==> config.mk <==
export PLATFORM = sky130hd
export DESIGN_NAME = hctb_ram
export DESIGN_NICKNAME = d
export VERILOG_FILES = /design/src/hw/rtl/huffman_code_table_builder_macros.svh /design/src/hw/rtl/hctb_ram.sv
export SDC_FILE = /design/constraint.sdc
export NUM_CORES = 1
export LEC_CHECK = 0
export ABC_AREA = 1
export BUFFER_PORTS_ARGS = -buffer_cell sky130_fd_sc_hd__clkbuf_2
export CAP_MARGIN = 10
export CORE_AREA = 2 2 210 212
export DETAILED_ROUTE_END_ITERATION = 10
export DIE_AREA = 0 0 212 214
export PLACE_DENSITY = 0.65
export SLEW_MARGIN = 10
export SYNTH_ARGS = -nofsm -noshare
export SYNTH_HDL_FRONTEND = slang
export SYNTH_SLANG_ARGS = --single-unit
export TNS_END_PERCENT = 5
==> constraint.sdc <==
create_clock -name clk -period 3.5 [get_ports clk]
set_input_delay 0 -clock clk [delete_from_list [all_inputs] [get_ports clk]]
set_output_delay 0 -clock clk [all_outputs]
set_load 0.03 [all_outputs]
==> src/hw/rtl/huffman_code_table_builder_macros.svh <==
// ----------------------------------------------------------------------------
// huffman code table builder assertion macros
// shared helpers for the concurrent checks of the block
// ----------------------------------------------------------------------------
`ifndef HUFFMAN_CODE_TABLE_BUILDER_MACROS_SVH
`define HUFFMAN_CODE_TABLE_BUILDER_MACROS_SVH

// condition implies consequence in the same cycle
`define HCTB_ASSERT_NOW(lbl, cond, cons, msg) \
  lbl: assert property (@(posedge clk) disable iff (rst) (cond) |-> (cons)) else $error(msg);

// condition implies consequence in the next cycle
`define HCTB_ASSERT_NEXT(lbl, cond, cons, msg) \
  lbl: assert property (@(posedge clk) disable iff (rst) (cond) |=> (cons)) else $error(msg);

`endif

==> src/hw/rtl/hctb_ram.sv <==
// ----------------------------------------------------------------------------
// hctb_ram
// simple dual port memory, one write and one registered read per cycle
// ----------------------------------------------------------------------------
`default_nettype none

module hctb_ram #(
  parameter int WIDTH = 8,
  parameter int DEPTH = 64
) (
  input  wire logic                     clk,
  input  wire logic                     we,
  input  wire logic [$clog2(DEPTH)-1:0] waddr,
  input  wire logic [WIDTH-1:0]         wdata,
  input  wire logic [$clog2(DEPTH)-1:0] raddr,
  output logic      [WIDTH-1:0]         rdata
);

  logic [WIDTH-1:0] mem [DEPTH];

  always_ff @(posedge clk) begin
    if (we) begin
      mem[waddr] <= wdata;
    end
  end

  always_ff @(posedge clk) begin
    rdata <= mem[raddr];
  end

endmodule

`default_nettype wire
==> impl_metrics.py <==
metrics = {
    "outcome": {
        "status": "complete, no violations",
    },
    "synth": {
        "synth_top_family_by_area": "simple AND/OR/NAND/NOR gates",
        "synthAdderAreaFrac_pct": 0,
        "yosysWarnings": 0,
        "syn-num-nets": 1827,
        "synthXorXnorAreaFrac_pct": 0,
        "synth_seq_area_share_pct": 72.8,
        "netlist_area_mm2": 0.0213,
        "synthCells": 1805,
        "ys_seq_elements": 520,
        "syn_avg_cell_area_um2": 11.8,
        "synth.area.mux_share_pct": 0,
        "synthSimpleGateAreaFrac_pct": 23.2,
        "synth_compound_area_share_pct": 0,
        "synth_cell_type_count": 16,
    },
    "floorplan": {
        "fp.coreArea_mm2": 0.0429,
        "dieArea_mm2": 0.0454,
        "die_w_um": 212,
        "ios": 30,
        "die_h_um": 214,
        "num_rows": 76,
        "start_util_pct": 49.8,
    },
    "power": {
        "power.total_uw": 12800,
        "max-vdd-ir-drop_uv": 365,
        "power_density_mw_per_mm2": 551,
        "leakagePower_uw": 0.00833,
    },
    "global_routing": {
        "antenna_found_initial": 0,
        "grt-ovfl-total": 0,
        "grt_pass1_vias": 12913,
        "grt_usage_pct": 23.3,
        "grt_max_degree": 129,
        "grt_pass1_wl_um": 79000,
    },
    "cells_and_area": {
        "n_fill_cell": 3607,
        "multiInputGateArea_mm2": 0.00495,
        "layout_common_cells": "648 x nand2_1, 512 x edfxtp_1, 439 x nand3_1",
        "synthToLayoutAreaGrowth_pct": 9.23,
        "layout.nets": 1835,
        "drive_gt1_share_pct": 7.20,
        "ff_latch_area_mm2": 0.0155,
        "fin_area_mm2": 0.0233,
        "layout_commonest_cell": "nand2_1",
        "fin_cells": 2433,
    },
    "clock_network": {
        "cts_hold_buf": 4,
        "clkTransAtPathRegs_ps": 60,
        "postCtsResizedCells": 0,
        "insertion_delay_ps": 590,
        "cts_num_sinks": 520,
        "cts_inserted_buffers": 52,
        "cts-root-buf": "clkbuf_16",
        "cts_setup_buffers": 0,
        "cts_buffer_depth": 3,
        "tritoncts": "done",
        "htreeDepth": 2,
    },
    "setup_path": {
        "r2r_start": "mem[59][5]",
        "worstSetupPathType": "input port to flip-flop",
        "critical_path_cell_count": 5,
        "r2r_cells": 8,
        "crit_family": "simple AND/OR/NAND/NOR gates",
        "reg2reg_slack_ps": 2130,
        "path_max_fanout": 9,
        "crit_buf_inv": 3,
        "crit_chain": "dlygate4sd3_1 > clkbuf_2 > inv_1 > nand4_1 > nor2_1",
        "crit_required_ps": 3700,
        "arrival_ps": 2550,
        "regToRegEndpoint": "rdata[5]",
        "start_kind": "input port",
        "end_kind": "flip-flop",
        "slowest_delay_ps": 860,
        "cpMaxStageDelayCell": "nor2_1",
    },
    "worst_hold_path": {
        "min_path_cells": 3,
        "hold_path_end": "mem[48][5]",
        "hold_start": "waddr[0]",
        "min_path_type": "input port to flip-flop",
    },
    "detailed_routing": {
        "vias_per_cell": 5.60,
        "routed_wl_um": 51900,
        "post_drt_wl_per_cell_um": 21.3,
        "drtIter0Drc": 1671,
        "vias": 13613,
        "dr.pass1.iters": 5,
        "postRouteAntennaNets": 0,
        "drc_errors": 0,
    },
    "sta": {
        "relSlewSlack_pct": 19.6,
        "finalHoldViolations": 0,
        "fin_crit_ps": 2350,
        "worstMarginPinSlew_ps": 1210,
        "skew_ps": 18.9,
        "holdWs_ps": 68.3,
        "drv_slew": 0,
        "setup_tns_ps": 0,
        "setup_violations": 0,
        "max_freq_mhz": 425,
        "final.period_utilization_pct": 67.2,
        "rsz0062_at_grt": "no",
    },
    "place": {
        "placed_cells": 2340,
        "hpwl_um": 30500,
        "place_area_mm2": 0.0217,
        "gp_congestion": 0.861,
        "io_buffers": 29,
    },
    "flow_run": {
        "maxCapViolCount": 0,
    },
}
[metal layers]
metal	vias to the layer above	GRT usage (%)	wire length (um)
li1	6361	-	-
met1	6593	34.8	22700
met3	89	3.55	4160
met4	0	7.44	1350
met2	570	35.2	23700
met5	-	0	0
[cell type report]
type,instances,share of cell area (%)
Antenna cell,1,0.0107
Clock buffer,71,6.24
Clock inverter,17,0.370
Inverter,12,0.225
Multi-Input combinational cell,1160,21.2
Sequential cell,520,66.6
Tap cell,585,3.14
Timing Repair Buffer,67,2.14
[cell usage after synthesis]
master | instances | share of area, %
buf_8 | 2 | 0.14
nand2_1 | 648 | 11
buf_6 | 35 | 1.8
nand3_1 | 439 | 10
edfxtp_1 | 512 | 72
buf_2 | 37 | 0.87
nor4_1 | 8 | 0.23
clkbuf_1 | 15 | 0.26
inv_6 | 1 | 0.041
nand4_1 | 9 | 0.26
buf_4 | 14 | 0.49
inv_2 | 1 | 0.018
inv_1 | 10 | 0.18
dfxtp_1 | 8 | 0.75
nor2_1 | 56 | 0.99
buf_1 | 10 | 0.18
[through the flow]
step	util [%]	setup slack [ps]
global route	54.3	1130
finish	54.4	1150
floorplan	-	1730
global placement	50.7	1250
CTS	54.3	1210
detailed placement	50.7	1180
[logic make-up after synthesis]
| kind of cell | after synthesis |
|---|---|
| and+or+nand+nor | 1160 |
| DFF | 520 |
| buffers and inverters | 125 |
[worst reg2reg max path, cell delays in order, from the launching register on]
cell and delay [ps]:
edfxtp_1 370, nand2_1 80, nand3_1 110, nand3_1 140, nand2_1 90, nand2_1 100
nand3_1 160, nand3_1 160, nand2_1 50
[power breakdown]
| part | leakage [uW] | switching [uW] | internal [uW] |
|---|---|---|---|
| clock network | 0.000752 | 2230 | 2880 |
| registers | 0.00467 | 26.0 | 6890 |
| logic | 0.00291 | 615 | 191 |
[worst max path at each step]
stage	endpoint	from
4_1_cts	mem[11][5]	waddr[2]
5_1_grt	mem[47][6]	waddr[1]
2_1_floorplan	mem[48][0]	we
3_3_place_gp	mem[11][0]	waddr[2]
3_5_place_dp	mem[10][6]	waddr[0]
6_report	mem[10][6]	waddr[2]
[registers in the layout, indices dropped and copies added, names as in the netlist]
| name | flops |
|---|---|
| rdata | 8 |
| mem | 512 |
No activity file was read; power rests on OpenSTA's default activity.
